[config.mk]
export PLATFORM = sky130hd
export DESIGN_NAME = rgb_to_hsv_converter_unit_flat
export DESIGN_NICKNAME = d
export VERILOG_FILES = /design/src/rtl/rgbhsv_pkg.sv /design/src/rtl/rgbhsv_pixel_if.sv /design/src/rtl/rgbhsv_hsv_if.sv /design/src/rtl/rgbhsv_div_stage.sv /design/src/rtl/rgb_to_hsv_converter_unit.sv /design/src/flat_wrapper.sv
export SDC_FILE = /design/constraint.sdc
export NUM_CORES = 1
export LEC_CHECK = 0
export ABC_AREA = 1
export BUFFER_PORTS_ARGS = -buffer_cell sky130_fd_sc_hd__buf_4
export CAP_MARGIN = 25
export CORE_ASPECT_RATIO = 0.5
export CORE_UTILIZATION = 60
export DETAILED_ROUTE_END_ITERATION = 8
export MAX_ROUTING_LAYER = met4
export PLACE_DENSITY = 0.85
export SLEW_MARGIN = 20
export SYNTH_ARGS = -nofsm -noshare
export SYNTH_HDL_FRONTEND = slang
export SYNTH_SLANG_ARGS = --single-unit
[constraint.sdc]
create_clock -name clock -period 10.55 [get_ports clock]
set_clock_uncertainty 0.15 [all_clocks]
set_input_delay 1.5825 -clock clock [delete_from_list [all_inputs] [get_ports clock]]
set_output_delay 1.5825 -clock clock [all_outputs]
set_load 0.02 [all_outputs]
[src/rtl/rgbhsv_pkg.sv]
`timescale 1ns / 1ps
// rgbhsv_pkg: widths, constants and pipeline word types for the rgb to hsv converter
// no dependencies; used by the interfaces, the divider stage, the top level and the checker

package rgbhsv_pkg;

   // fixed field widths of the pixel and result words
   localparam int RGB_BITS = 8;
   localparam int HUE_BITS = 15;
   localparam int SAT_BITS = 8;
   localparam int VAL_BITS = 8;

   // arithmetic configuration
   localparam int CHANNEL_BITS  = 8;
   localparam int HUE_FRAC_BITS = 6;

   localparam longint CHAN_MAX    = (64'd1 << CHANNEL_BITS) - 64'd1;
   localparam longint SIXTH       = 64'd60 << HUE_FRAC_BITS;
   localparam longint FULL_CIRCLE = 64'd360 << HUE_FRAC_BITS;

   // quotient bits needed by the hue division (quotient reaches sixth)
   localparam int Q_BITS    = $clog2(SIXTH + 1);
   // one quotient bit per divider stage, wide enough for both divisions
   localparam int DIV_STEPS = (Q_BITS > CHANNEL_BITS) ? Q_BITS : CHANNEL_BITS;
   localparam int NUM_BITS  = CHANNEL_BITS + DIV_STEPS;

   localparam int HUE_CALC_BITS = $clog2(FULL_CIRCLE);
   localparam logic [HUE_CALC_BITS-1:0] HUE_FULL   = HUE_CALC_BITS'(FULL_CIRCLE);
   localparam logic [HUE_CALC_BITS-1:0] HUE_GREEN  = HUE_CALC_BITS'(2 * SIXTH);
   localparam logic [HUE_CALC_BITS-1:0] HUE_BLUE   = HUE_CALC_BITS'(4 * SIXTH);

   // which channel holds the maximum (red before green before blue on ties)
   typedef enum logic [1:0] {
      SECT_RED,
      SECT_GREEN,
      SECT_BLUE
   } sector_type;

   // restoring divider state: running remainder and shifting dividend/quotient bits
   typedef struct packed {
      logic [CHANNEL_BITS-1:0] den;
      logic [CHANNEL_BITS-1:0] rem;
      logic [DIV_STEPS-1:0]    acc;
   } div_type;

   typedef struct packed {
      sector_type              sector;
      logic                    neg;
      logic                    undef;
      logic [CHANNEL_BITS-1:0] value;
   } meta_type;

   typedef struct packed {
      meta_type meta;
      div_type  sat_div;
      div_type  hue_div;
   } stage_type;

endpackage

[src/rtl/rgbhsv_pixel_if.sv]
`timescale 1ns / 1ps
// rgbhsv_pixel_if: valid/ready channel carrying one rgb pixel word
// depends on rgbhsv_pkg for the field widths

interface rgbhsv_pixel_if;
   logic                             valid;
   logic                             ready;
   logic [rgbhsv_pkg::RGB_BITS-1:0]  red;
   logic [rgbhsv_pkg::RGB_BITS-1:0]  green;
   logic [rgbhsv_pkg::RGB_BITS-1:0]  blue;

   modport source (output valid, output red, output green, output blue, input ready);
   modport sink   (input valid, input red, input green, input blue, output ready);
endinterface

[src/rtl/rgbhsv_hsv_if.sv]
`timescale 1ns / 1ps
// rgbhsv_hsv_if: valid/ready channel carrying one hsv result word
// depends on rgbhsv_pkg for the field widths

interface rgbhsv_hsv_if;
   logic                             valid;
   logic                             ready;
   logic [rgbhsv_pkg::HUE_BITS-1:0]  hue;
   logic [rgbhsv_pkg::SAT_BITS-1:0]  saturation;
   logic [rgbhsv_pkg::VAL_BITS-1:0]  brightness;
   logic                             hue_undefined;

   modport source (output valid, output hue, output saturation, output brightness,
                   output hue_undefined, input ready);
   modport sink   (input valid, input hue, input saturation, input brightness,
                   input hue_undefined, output ready);
endinterface

[src/rtl/rgbhsv_div_stage.sv]
`timescale 1ns / 1ps
// rgbhsv_div_stage: one registered stage of the two restoring dividers, one quotient bit each
// depends on rgbhsv_pkg for the stage word type

module rgbhsv_div_stage (
   input  logic                  clock,
   input  logic                  reset,
   input  logic                  in_valid,
   output logic                  in_ready,
   input  rgbhsv_pkg::stage_type in_data,
   output logic                  out_valid,
   input  logic                  out_ready,
   output rgbhsv_pkg::stage_type out_data
);
   import rgbhsv_pkg::*;

   function automatic div_type div_step(input div_type d);
      div_type                 res;
      logic [CHANNEL_BITS:0]   shifted;
      logic [CHANNEL_BITS:0]   diff;
      logic                    take;
      shifted = {d.rem, d.acc[DIV_STEPS-1]};
      diff    = shifted - {1'b0, d.den};
      take    = (shifted >= {1'b0, d.den});
      res.den = d.den;
      res.rem = take ? diff[CHANNEL_BITS-1:0] : shifted[CHANNEL_BITS-1:0];
      res.acc = {d.acc[DIV_STEPS-2:0], take};
      return res;
   endfunction

   logic      valid_ff;
   stage_type data_ff;
   stage_type data_in;

   assign in_ready  = !valid_ff || out_ready;
   assign out_valid = valid_ff;
   assign out_data  = data_ff;

   always_comb begin
      data_in.meta    = in_data.meta;
      data_in.sat_div = div_step(in_data.sat_div);
      data_in.hue_div = div_step(in_data.hue_div);
   end

   always_ff @(posedge clock) begin
      if (reset) begin
         valid_ff <= 1'b0;
      end else if (in_ready) begin
         valid_ff <= in_valid;
      end
   end

   always_ff @(posedge clock) begin
      if (in_ready && in_valid) begin
         data_ff <= data_in;
      end
   end

endmodule

[src/rtl/rgb_to_hsv_converter_unit.sv]
`timescale 1ns / 1ps
// rgb_to_hsv_converter_unit: top level of the pipelined rgb to hsv converter
// depends on rgbhsv_pkg, rgbhsv_pixel_if, rgbhsv_hsv_if and rgbhsv_div_stage
//
// usage
//   req_if takes one rgb pixel word per valid/ready handshake, rsp_if returns one
//   hsv word per pixel, in order. value is the largest channel, saturation is
//   floor(delta*255/max), hue is in 1/64 degree. grey and black pixels give hue 0,
//   saturation 0 and hue_undefined set
//   throughput: one word per clock cycle, sustained while rsp_if.ready stays high
//   from acceptance to rsp_if.valid a word passes one front stage (max/min/delta,
//   numerators), then a restoring divider that retires one quotient bit per stage
//   for saturation and hue side by side, then the hue offset/wrap stage that feeds
//   the output register
//   every stage carries its own valid bit and loads whenever it is empty or its
//   successor moves, so bubbles collapse and req_if.ready stays high while a
//   stalled result waits, until every stage holds a word
//   when rsp_if.ready is low the output register holds its word unchanged
//   synchronous reset empties all stages; no word in flight survives it
//   there are no configuration registers and no other state

module rgb_to_hsv_converter_unit (
   input  logic          clock,
   input  logic          reset,
   rgbhsv_pixel_if.sink  req_if,
   rgbhsv_hsv_if.source  rsp_if
);
   import rgbhsv_pkg::*;

   // ---------------------------------------------------------------- front stage
   logic      front_valid_ff;
   logic      front_ready;
   stage_type front_ff;
   stage_type front_in;

   // divider chain, index 0 is the front stage output
   stage_type div_data  [DIV_STEPS+1];
   logic      div_valid [DIV_STEPS+1];
   logic      div_ready [DIV_STEPS+1];

   // output register
   logic                      rsp_valid_ff;
   logic [HUE_BITS-1:0]       hue_ff;
   logic [SAT_BITS-1:0]       sat_ff;
   logic [VAL_BITS-1:0]       val_ff;
   logic                      undef_ff;
   logic                      out_ready;
   logic [HUE_BITS-1:0]       hue_in;
   logic [SAT_BITS-1:0]       sat_in;
   logic [VAL_BITS-1:0]       val_in;
   logic                      undef_in;

   // front: max, min, delta, sector and the two numerators
   always_comb begin
      logic [CHANNEL_BITS-1:0] red_ch;
      logic [CHANNEL_BITS-1:0] grn_ch;
      logic [CHANNEL_BITS-1:0] blu_ch;
      logic [CHANNEL_BITS-1:0] mx;
      logic [CHANNEL_BITS-1:0] mn;
      logic [CHANNEL_BITS-1:0] delta;
      logic [CHANNEL_BITS-1:0] op_a;
      logic [CHANNEL_BITS-1:0] op_b;
      logic [CHANNEL_BITS-1:0] diff;
      logic [NUM_BITS-1:0]     sat_num;
      logic [NUM_BITS-1:0]     hue_num;
      logic                    undef;
      sector_type              sector;

      red_ch = CHANNEL_BITS'(req_if.red);
      grn_ch = CHANNEL_BITS'(req_if.green);
      blu_ch = CHANNEL_BITS'(req_if.blue);

      mx = red_ch;
      if (grn_ch > mx) mx = grn_ch;
      if (blu_ch > mx) mx = blu_ch;
      mn = red_ch;
      if (grn_ch < mn) mn = grn_ch;
      if (blu_ch < mn) mn = blu_ch;
      delta = mx - mn;
      // black implies delta zero too
      undef = (delta == '0);

      // red wins ties, then green
      if (red_ch == mx) begin
         sector = SECT_RED;
         op_a   = grn_ch;
         op_b   = blu_ch;
      end else if (grn_ch == mx) begin
         sector = SECT_GREEN;
         op_a   = blu_ch;
         op_b   = red_ch;
      end else begin
         sector = SECT_BLUE;
         op_a   = red_ch;
         op_b   = grn_ch;
      end
      diff = (op_a < op_b) ? (op_b - op_a) : (op_a - op_b);

      // constant multiplies, both quotients fit in DIV_STEPS bits
      sat_num = NUM_BITS'(delta) * NUM_BITS'(CHAN_MAX);
      hue_num = NUM_BITS'(diff) * NUM_BITS'(SIXTH);

      front_in.meta.sector = sector;
      front_in.meta.neg    = (op_a < op_b);
      front_in.meta.undef  = undef;
      front_in.meta.value  = mx;

      // grey or black: divide by one so the datapath stays defined
      front_in.sat_div.den = undef ? CHANNEL_BITS'(1) : mx;
      front_in.sat_div.rem = sat_num[NUM_BITS-1:DIV_STEPS];
      front_in.sat_div.acc = sat_num[DIV_STEPS-1:0];
      front_in.hue_div.den = undef ? CHANNEL_BITS'(1) : delta;
      front_in.hue_div.rem = hue_num[NUM_BITS-1:DIV_STEPS];
      front_in.hue_div.acc = hue_num[DIV_STEPS-1:0];
   end

   assign front_ready  = !front_valid_ff || div_ready[0];
   assign req_if.ready = front_ready;

   always_ff @(posedge clock) begin
      if (reset) begin
         front_valid_ff <= 1'b0;
      end else if (front_ready) begin
         front_valid_ff <= req_if.valid;
      end
   end

   always_ff @(posedge clock) begin
      if (front_ready && req_if.valid) begin
         front_ff <= front_in;
      end
   end

   // ---------------------------------------------------------------- divider pipeline
   assign div_data[0]  = front_ff;
   assign div_valid[0] = front_valid_ff;

   for (genvar i = 0; i < DIV_STEPS; i++) begin : g_div
      rgbhsv_div_stage u_stage (
         .clock     (clock),
         .reset     (reset),
         .in_valid  (div_valid[i]),
         .in_ready  (div_ready[i]),
         .in_data   (div_data[i]),
         .out_valid (div_valid[i+1]),
         .out_ready (div_ready[i+1]),
         .out_data  (div_data[i+1])
      );
   end

   // ---------------------------------------------------------------- hue offset and wrap
   always_comb begin
      logic [HUE_CALC_BITS-1:0] hq;
      logic [HUE_CALC_BITS-1:0] hue_calc;
      meta_type                 meta;

      meta = div_data[DIV_STEPS].meta;
      hq   = HUE_CALC_BITS'(div_data[DIV_STEPS].hue_div.acc);

      case (meta.sector)
         SECT_RED: begin
            // negative hue wraps once around the circle, minus zero stays zero
            hue_calc = (meta.neg && hq != '0) ? (HUE_FULL - hq) : hq;
         end
         SECT_GREEN: begin
            hue_calc = meta.neg ? (HUE_GREEN - hq) : (HUE_GREEN + hq);
         end
         SECT_BLUE: begin
            hue_calc = meta.neg ? (HUE_BLUE - hq) : (HUE_BLUE + hq);
         end
         default: begin
            hue_calc = '0;
         end
      endcase

      undef_in = meta.undef;
      hue_in   = meta.undef ? '0 : HUE_BITS'(hue_calc);
      sat_in   = meta.undef ? '0
                            : SAT_BITS'(div_data[DIV_STEPS].sat_div.acc[CHANNEL_BITS-1:0]);
      val_in   = VAL_BITS'(meta.value);
   end

   // ---------------------------------------------------------------- output register
   assign out_ready              = !rsp_valid_ff || rsp_if.ready;
   assign div_ready[DIV_STEPS]   = out_ready;

   always_ff @(posedge clock) begin
      if (reset) begin
         rsp_valid_ff <= 1'b0;
      end else if (out_ready) begin
         rsp_valid_ff <= div_valid[DIV_STEPS];
      end
   end

   always_ff @(posedge clock) begin
      if (out_ready && div_valid[DIV_STEPS]) begin
         hue_ff   <= hue_in;
         sat_ff   <= sat_in;
         val_ff   <= val_in;
         undef_ff <= undef_in;
      end
   end

   assign rsp_if.valid         = rsp_valid_ff;
   assign rsp_if.hue           = hue_ff;
   assign rsp_if.saturation    = sat_ff;
   assign rsp_if.brightness    = val_ff;
   assign rsp_if.hue_undefined = undef_ff;

endmodule

[src/flat_wrapper.sv]
// flat-port wrapper written by rule: the top's interface ports become plain ports
module rgb_to_hsv_converter_unit_flat import rgbhsv_pkg::*;
  (clock, reset, req_if_valid, req_if_red, req_if_green, req_if_blue, req_if_ready, rsp_if_valid, rsp_if_hue, rsp_if_saturation, rsp_if_brightness, rsp_if_hue_undefined, rsp_if_ready);
  rgbhsv_pixel_if req_if_i ();
  rgbhsv_hsv_if rsp_if_i ();
  input  logic clock;
  input  logic reset;
  input wire logic [$bits(req_if_i.valid)-1:0] req_if_valid;
  input wire logic [$bits(req_if_i.red)-1:0] req_if_red;
  input wire logic [$bits(req_if_i.green)-1:0] req_if_green;
  input wire logic [$bits(req_if_i.blue)-1:0] req_if_blue;
  output wire logic [$bits(req_if_i.ready)-1:0] req_if_ready;
  output wire logic [$bits(rsp_if_i.valid)-1:0] rsp_if_valid;
  output wire logic [$bits(rsp_if_i.hue)-1:0] rsp_if_hue;
  output wire logic [$bits(rsp_if_i.saturation)-1:0] rsp_if_saturation;
  output wire logic [$bits(rsp_if_i.brightness)-1:0] rsp_if_brightness;
  output wire logic [$bits(rsp_if_i.hue_undefined)-1:0] rsp_if_hue_undefined;
  input wire logic [$bits(rsp_if_i.ready)-1:0] rsp_if_ready;
  assign req_if_i.valid = req_if_valid;
  assign req_if_i.red = req_if_red;
  assign req_if_i.green = req_if_green;
  assign req_if_i.blue = req_if_blue;
  assign req_if_ready = req_if_i.ready;
  assign rsp_if_valid = rsp_if_i.valid;
  assign rsp_if_hue = rsp_if_i.hue;
  assign rsp_if_saturation = rsp_if_i.saturation;
  assign rsp_if_brightness = rsp_if_i.brightness;
  assign rsp_if_hue_undefined = rsp_if_i.hue_undefined;
  assign rsp_if_i.ready = rsp_if_ready;
  rgb_to_hsv_converter_unit u_core (.clock(clock), .reset(reset), .req_if(req_if_i), .rsp_if(rsp_if_i));
endmodule
==> results of run 1 <==
[per-stage QoR]
stage | total power, mW | hold WS (ns) | utilization [%] | setup WS, ns
3_3_place_gp | 10.9 | 0.250 | 63.8 | 0.0918
3_5_place_dp | 11.4 | 0.255 | 63.8 | -0.185
5_1_grt | 15.3 | 0.268 | 67.6 | -0.0771
4_1_cts | 14.2 | 0.260 | 67.4 | 0.427
2_1_floorplan | 9.79 | 0.250 | - | 0.821
6_report | 14.3 | 0.261 | 67.6 | 0.661
[metal layers]
metal / global-route usage [%] / wire length (um) / up-vias / part of all wire, %
met5: - / 0 / - / 0
met3: 2.86 / 3540 / 223 / 4.7
met2: 43.1 / 39100 / 822 / 52
met4: 10.9 / 3390 / 0 / 4.5
met1: 27.7 / 29800 / 11491 / 39
li1: - / - / 11644 / -
[area by class of cell]
| cell class | instances | area [um^2] |
|---|---|---|
| Antenna cell | 1 | 2.50 |
| Clock buffer | 79 | 1790 |
| Clock inverter | 49 | 532 |
| Fill cell | 4171 | 20500 |
| Inverter | 556 | 2090 |
| Multi-Input combinational cell | 1938 | 13100 |
| Sequential cell | 784 | 23400 |
| Tap cell | 837 | 1050 |
| Timing Repair Buffer | 123 | 921 |
[what timing repair did]
| item | 4_1_cts | 5_1_grt |
|---|---|---|
| hold endpoints to repair | 0 | 0 |
| setup buffers | 0 | 10 |
| resized for setup | 0 | 14 |
| endpoints found under the setup margin | 0 | 8 |
[how the worst max path moves through the flow]
stage,slack [ns],to,depth (start not counted),startpoint
floorplan,0.82,u_core.div_data[859]$_DFFE_PP_,48,req_if_red[1]
global route,-0.08,u_core.div_data[835]$_DFFE_PP_,58,req_if_red[1]
global placement,0.09,u_core.div_data[834]$_DFFE_PP_,55,req_if_red[5]
detailed placement,-0.18,u_core.div_data[835]$_DFFE_PP_,54,req_if_red[7]
finish,0.66,u_core.div_data[858]$_DFFE_PP_,49,req_if_red[7]
CTS,0.43,u_core.div_data[835]$_DFFE_PP_,54,req_if_red[7]
[flip-flops by register name, indices dropped and copies added (netlist names)]
signal and flops:
u_core.g_div.u_stage.out_data 682, u_core.div_data 56, u_core.rsp_if.hue 15, u_core.g_div.u_stage.out_valid 12, u_core.rsp_if.brightness 8, u_core.rsp_if.saturation 8, u_core.front_valid_ff 1, u_core.rsp_if.hue_undefined 1
u_core.rsp_if.valid 1
[cell families after synthesis]
| kind of cell | after synthesis | share of synthesized area [%] |
|---|---|---|
| xor+xnor | 153 | 3.46 |
| simple gates | 920 | 10.0 |
| buf+inv | 598 | 5.96 |
| compound gates | 499 | 7.03 |
| flops | 784 | 60.5 |
| fa+ha+maj | 365 | 13.1 |
[synthesized netlist by cell type, types with 5 or more instances]
cell	n	area, um^2
a21oi_1	264	1320
o211ai_1	7	52.6
o31ai_1	5	37.5
dfxtp_1	14	280
inv_2	6	22.5
clkbuf_1	30	113
xor2_1	112	981
nor2_1	345	1290
nand2_2	10	62.6
buf_6	8	90.1
o21bai_1	13	97.6
nor2_2	7	43.8
ha_1	300	3750
a211oi_1	22	165
a21o_1	6	45.0
inv_1	550	2060
edfxtp_1	770	23100
a31oi_1	11	68.8
or2_2	7	43.8
nand3_1	127	636
nor3_1	27	135
o22ai_1	5	31.3
fa_1	65	1300
o21ai_0	145	726
nand2_1	354	1330
xnor2_1	41	359
nand4_1	22	138
[power breakdown]
| group | internal (mW) | switching (mW) |
|---|---|---|
| clock | 1.46 | 1.12 |
| sequential | 4.14 | 0.0810 |
| combinational | 3.11 | 4.39 |
[cells in the final DEF (no fill, tap or decap), types with 6 or more instances in the layout]
cell,n
a211oi_1,20
a21o_1,6
a21oi_1,262
a31oi_1,11
buf_4,122
bufinv_16,9
clkbuf_1,9
clkbuf_16,70
clkinv_1,13
clkinv_2,14
dfxtp_1,14
edfxtp_1,770
fa_1,65
ha_1,300
inv_1,543
inv_2,13
nand2_1,353
nand2_2,11
nand3_1,127
nand4_1,22
nor2_1,338
nor2_2,9
nor2_4,6
nor3_1,27
o211ai_1,7
o21ai_0,140
o21ai_1,6
o21bai_1,13
or2_2,7
xnor2_1,41
xor2_1,111
==> flow_summary.json, run 1 <==
{
  "status": "finished clean",
  "grt_pass1_wl_mm": 123,
  "hold-path-cell-count": 0,
  "ys_seq_elements": 784,
  "die_area_um2": 65600,
  "period_minus_slack_ns": 9.89,
  "path_buf_inv": 7,
  "required_ns": 10.78,
  "fin_nets": 3866,
  "ys_async_sr_fraction_pct": 0,
  "place_area_um2": 40400,
  "r2r-start": "u_core.rsp_if.valid$_SDFFE_PP0P_",
  "grt_usage_pct": 24.3,
  "avgSynthCellArea_um2": 11.7,
  "die_y_um": 182,
  "hpwl_mm": 52.9,
  "p_leak_nw": 17.8,
  "clock_latency_ns": 0.62,
  "cp_slowest_cell": "fa_1",
  "ys_warn_count": 0,
  "grt_max_degree": 64,
  "layoutNonFillerInstCount": 4367,
  "hold_path_end": "u_core.g_div[2].u_stage.out_data[39]$_DFFE_PP_",
  "rsz0062_at_grt": "yes",
  "cp_common_cell": "nand2_1",
  "syn-num-nets": 3712,
  "hold_class": "reg2reg",
  "relSlewSlack_pct": 47.0,
  "cts.clk_slew.worst_paths_ns": 0.07,
  "htreeDepth": 3,
  "cpPeakStageDelay_ns": 0.55,
  "critPathLaunchType": "input port",
  "antenna_found_initial": 1,
  "hold_viol_final": 0,
  "r2r_cells": 28,
  "viasPerCell": 5.54,
  "cp_top_family": "simple AND/OR/NAND/NOR gates",
  "fin_crit_sh_pct": 93.7,
  "setup_viol": 0,
  "vias": 24180,
  "io_buffers": 61,
  "synth_edf_count": 770,
  "p_per_area_nw_per_um2": 334,
  "worstHoldStart": "u_core.g_div[1].u_stage.out_data[38]$_DFFE_PP_",
  "wl_per_cell_um": 17.4,
  "rrSetupSlack_ns": 5.97,
  "drc": 0,
  "drt-total-wl_mm": 75.8,
  "routabilityCongestion": 0.923,
  "syn2layout_area_growth_pct": 10.8,
  "tightest_slew_ns": 0.795,
  "place_inst": 4226,
  "coreArea_um2": 63400,
  "placement_rows": 65,
  "max_freq_mhz": 101,
  "crit_fanout": 14,
  "die_w_um": 361,
  "ys_seq_area_share_pct": 60.5,
  "ir_worst_vdd_mv": 0.927,
  "ys.flop_type": "edfxtp_1",
  "ant_nets": 0,
  "ys_types": 51,
  "fin_tns_setup_ns": 0,
  "start_util_pct": 61.1,
  "ctsHoldBuffers": 0,
  "cts-root-buf": "clkbuf_16",
  "clock_path_buffers": 3,
  "path_class": "in2reg",
  "overflow": 0,
  "slew_violations": 0,
  "finalInstanceArea_um2": 42900,
  "cts_buffers": 70,
  "r2r-end": "u_core.div_data[832]$_DFFE_PP_",
  "cts_tree": "built",
  "arrival_ns": 10.12,
  "drtIter0Drc": 1868,
  "clock-sinks": 784,
  "syn-cell-area_um2": 38700,
  "ios": 62,
  "dr.pass1.iters": 8,
  "end_kind": "flip-flop",
  "grt_pass1_vias": 24685,
  "cap_violations": 0,
  "synthCells": 3319,
  "drive_above_1_share_pct": 8.25
}
No activity file was read; power rests on OpenSTA's default activity.
==> inputs of run 2 (changes only) <==
==> constraint.sdc (replaced) <==
create_clock -name clock -period 12.8 [get_ports clock]
set_clock_uncertainty 0.15 [all_clocks]
set_input_delay 1.92 -clock clock [delete_from_list [all_inputs] [get_ports clock]]
set_output_delay 1.92 -clock clock [all_outputs]
set_load 0.02 [all_outputs]
==> flow_summary.json, run 2 (synthesis gave the netlist of run 1 again) <==
{
  "fin_crit_sh_pct": 88.6,
  "max_freq_mhz": 88.2,
  "drtIter0Drc": 1759,
  "required_ns": 13.01,
  "relSlewSlack_pct": 41.0,
  "fin_tns_setup_ns": 0,
  "grt_pass1_vias": 24125,
  "arrival_ns": 11.55,
  "ios": 62,
  "htreeDepth": 3,
  "holdWs_ns": 0.253,
  "p_comb_share_pct": 51.9,
  "drc": 0,
  "period_minus_slack_ns": 11.34,
  "num-fill-cells": 4250,
  "syn2layout_area_growth_pct": 9.26,
  "seqCellArea_um2": 23400,
  "ctsHoldBuffers": 0,
  "placement_rows": 65,
  "hold_class": "reg2reg",
  "antenna_cells": 0,
  "cpPeakStageDelay_ns": 0.52,
  "start_util_pct": 61.1,
  "crit_fanout": 21,
  "multiInputGateArea_um2": 13000,
  "clock_latency_ns": 0.61,
  "hpwl_mm": 53.9,
  "die_area_um2": 65600,
  "cp_common_cell": "nand2_1",
  "cap_violations": 0,
  "pwr-share-clk_pct": 17.4,
  "die_w_um": 361,
  "drt-total-wl_mm": 74.6,
  "fin_nets": 3821,
  "clock-sinks": 784,
  "largest_register_ffs": 682,
  "final_common_cell": "edfxtp_1",
  "r2r-end": "u_core.div_data[847]$_DFFE_PP_",
  "p_total_mw": 11.4,
  "p_int_mw": 6.95,
  "setup_viol": 0,
  "seq_power_share_pct": 30.6,
  "dr.pass1.iters": 6,
  "overflow": 0,
  "post_cts_resized": 0,
  "switchingPower_mw": 4.41,
  "tightest_slew_ns": 0.882,
  "coreArea_um2": 63400,
  "worstHoldStart": "u_core.g_div[6].u_stage.out_data[56]$_DFFE_PP_",
  "ir_worst_vdd_mv": 0.672,
  "grt_usage_pct": 24.0,
  "swShare_pct": 38.8,
  "hold-path-cell-count": 0,
  "wl_per_cell_um": 17.3,
  "grt_max_degree": 64,
  "path_class": "in2reg",
  "r2r-start": "u_core.rsp_if.valid$_SDFFE_PP0P_",
  "clock_path_buffers": 3,
  "grt_pass1_wl_mm": 121,
  "rrSetupSlack_ns": 8.27,
  "slew_violations": 0,
  "rsz0062_at_grt": "no",
  "most-common-layout-cells": "edfxtp_1 (770), inv_1 (544), nand2_1 (354)",
  "antenna_found_initial": 0,
  "io_buffers": 61,
  "status": "finished clean",
  "cts.clk_slew.worst_paths_ns": 0.07,
  "r2r_cells": 28,
  "viasPerCell": 5.50,
  "vias": 23745,
  "die_y_um": 182,
  "cts_buffers": 69,
  "p_per_area_nw_per_um2": 269,
  "cts_tree": "built",
  "critPathLaunchType": "input port",
  "hold_path_end": "u_core.g_div[7].u_stage.out_data[56]$_DFFE_PP_",
  "hold_viol_final": 0,
  "cts-root-buf": "clkbuf_16",
  "routabilityCongestion": 0.906,
  "cp_slowest_cell": "fa_1",
  "ant_nets": 0,
  "drive_above_1_share_pct": 6.50,
  "p_leak_nw": 17.5,
  "end_kind": "flip-flop",
  "post_cts_buffers": 0
}
[run 2: cell types whose count changed in the layout (fill, tap and decap cells not counted), sizes merged, moves of 3 or more]
| cell | delta |
|---|---|
| clkinvlp | -3 |
| clkinv | -5 |
| clkbuf | +5 |
| buf | -43 |
| bufinv | -5 |
[run 2: critical path, delay by kind of cell]
family	cells	cell delay [ns]
and+or+nand+nor	20	3.53
adders and majority gates	7	2.53
buffers and inverters	9	0.84
xor gates and xnor gates	2	0.59
AOI/OAI and AO/OA	10	2.12
[run 2: worst max-delay path by stage]
stage / start / endpoint / cells past startpoint
finish: req_if_red[7] / u_core.div_data[834]$_DFFE_PP_ / 48
floorplan: req_if_red[1] / u_core.div_data[859]$_DFFE_PP_ / 48
global route: req_if_red[7] / u_core.div_data[834]$_DFFE_PP_ / 47
global placement: req_if_red[7] / u_core.div_data[834]$_DFFE_PP_ / 47
detailed placement: req_if_red[7] / u_core.div_data[834]$_DFFE_PP_ / 48
CTS: req_if_red[7] / u_core.div_data[834]$_DFFE_PP_ / 48
[run 2: layout make-up]
class / count / area share (%)
multi-input cells: 1937 / 30.8
clock buffers: 84 / 4.27
clock inverters: 36 / 0.713
well taps: 837 / 2.48
repair buffers: 80 / 1.42
inverters: 556 / 4.94
flip-flops and latches: 784 / 55.4
[run 2: through the flow]
| step | utilization (%) | setup slack, ns | instances | area, um^2 |
|---|---|---|---|---|
| finish | 66.7 | 1.46 | 4314 | 42300 |
| global route | 66.7 | 0.456 | 4314 | 42300 |
| CTS | 66.7 | 1.47 | 4313 | 42300 |
| detailed placement | 63.4 | 0.841 | 4193 | 40200 |
| global placement | 63.4 | 1.13 | 4190 | 40100 |
| floorplan | - | 2.73 | 3319 | 38700 |
[run 2: metal layers]
layer | routed length (um) | up-vias | track usage [%]
li1 | - | 11554 | -
met1 | 30000 | 11304 | 27.5
met4 | 3010 | 0 | 10.0
met3 | 2950 | 209 | 3.08
met2 | 38600 | 678 | 42.5
met5 | 0 | - | -
[run 2: power by group through the flow]
| stage | clock network, mW | registers (mW) | logic [mW] |
|---|---|---|---|
| 2_1_floorplan | 0 | 3.50 | 4.57 |
| 3_5_place_dp | 0 | 3.54 | 5.80 |
| 5_1_grt | 2.11 | 3.49 | 6.74 |
| 3_3_place_gp | 0 | 3.53 | 5.34 |
| 6_report | 1.98 | 3.48 | 5.90 |
| 4_1_cts | 2.01 | 3.48 | 5.88 |
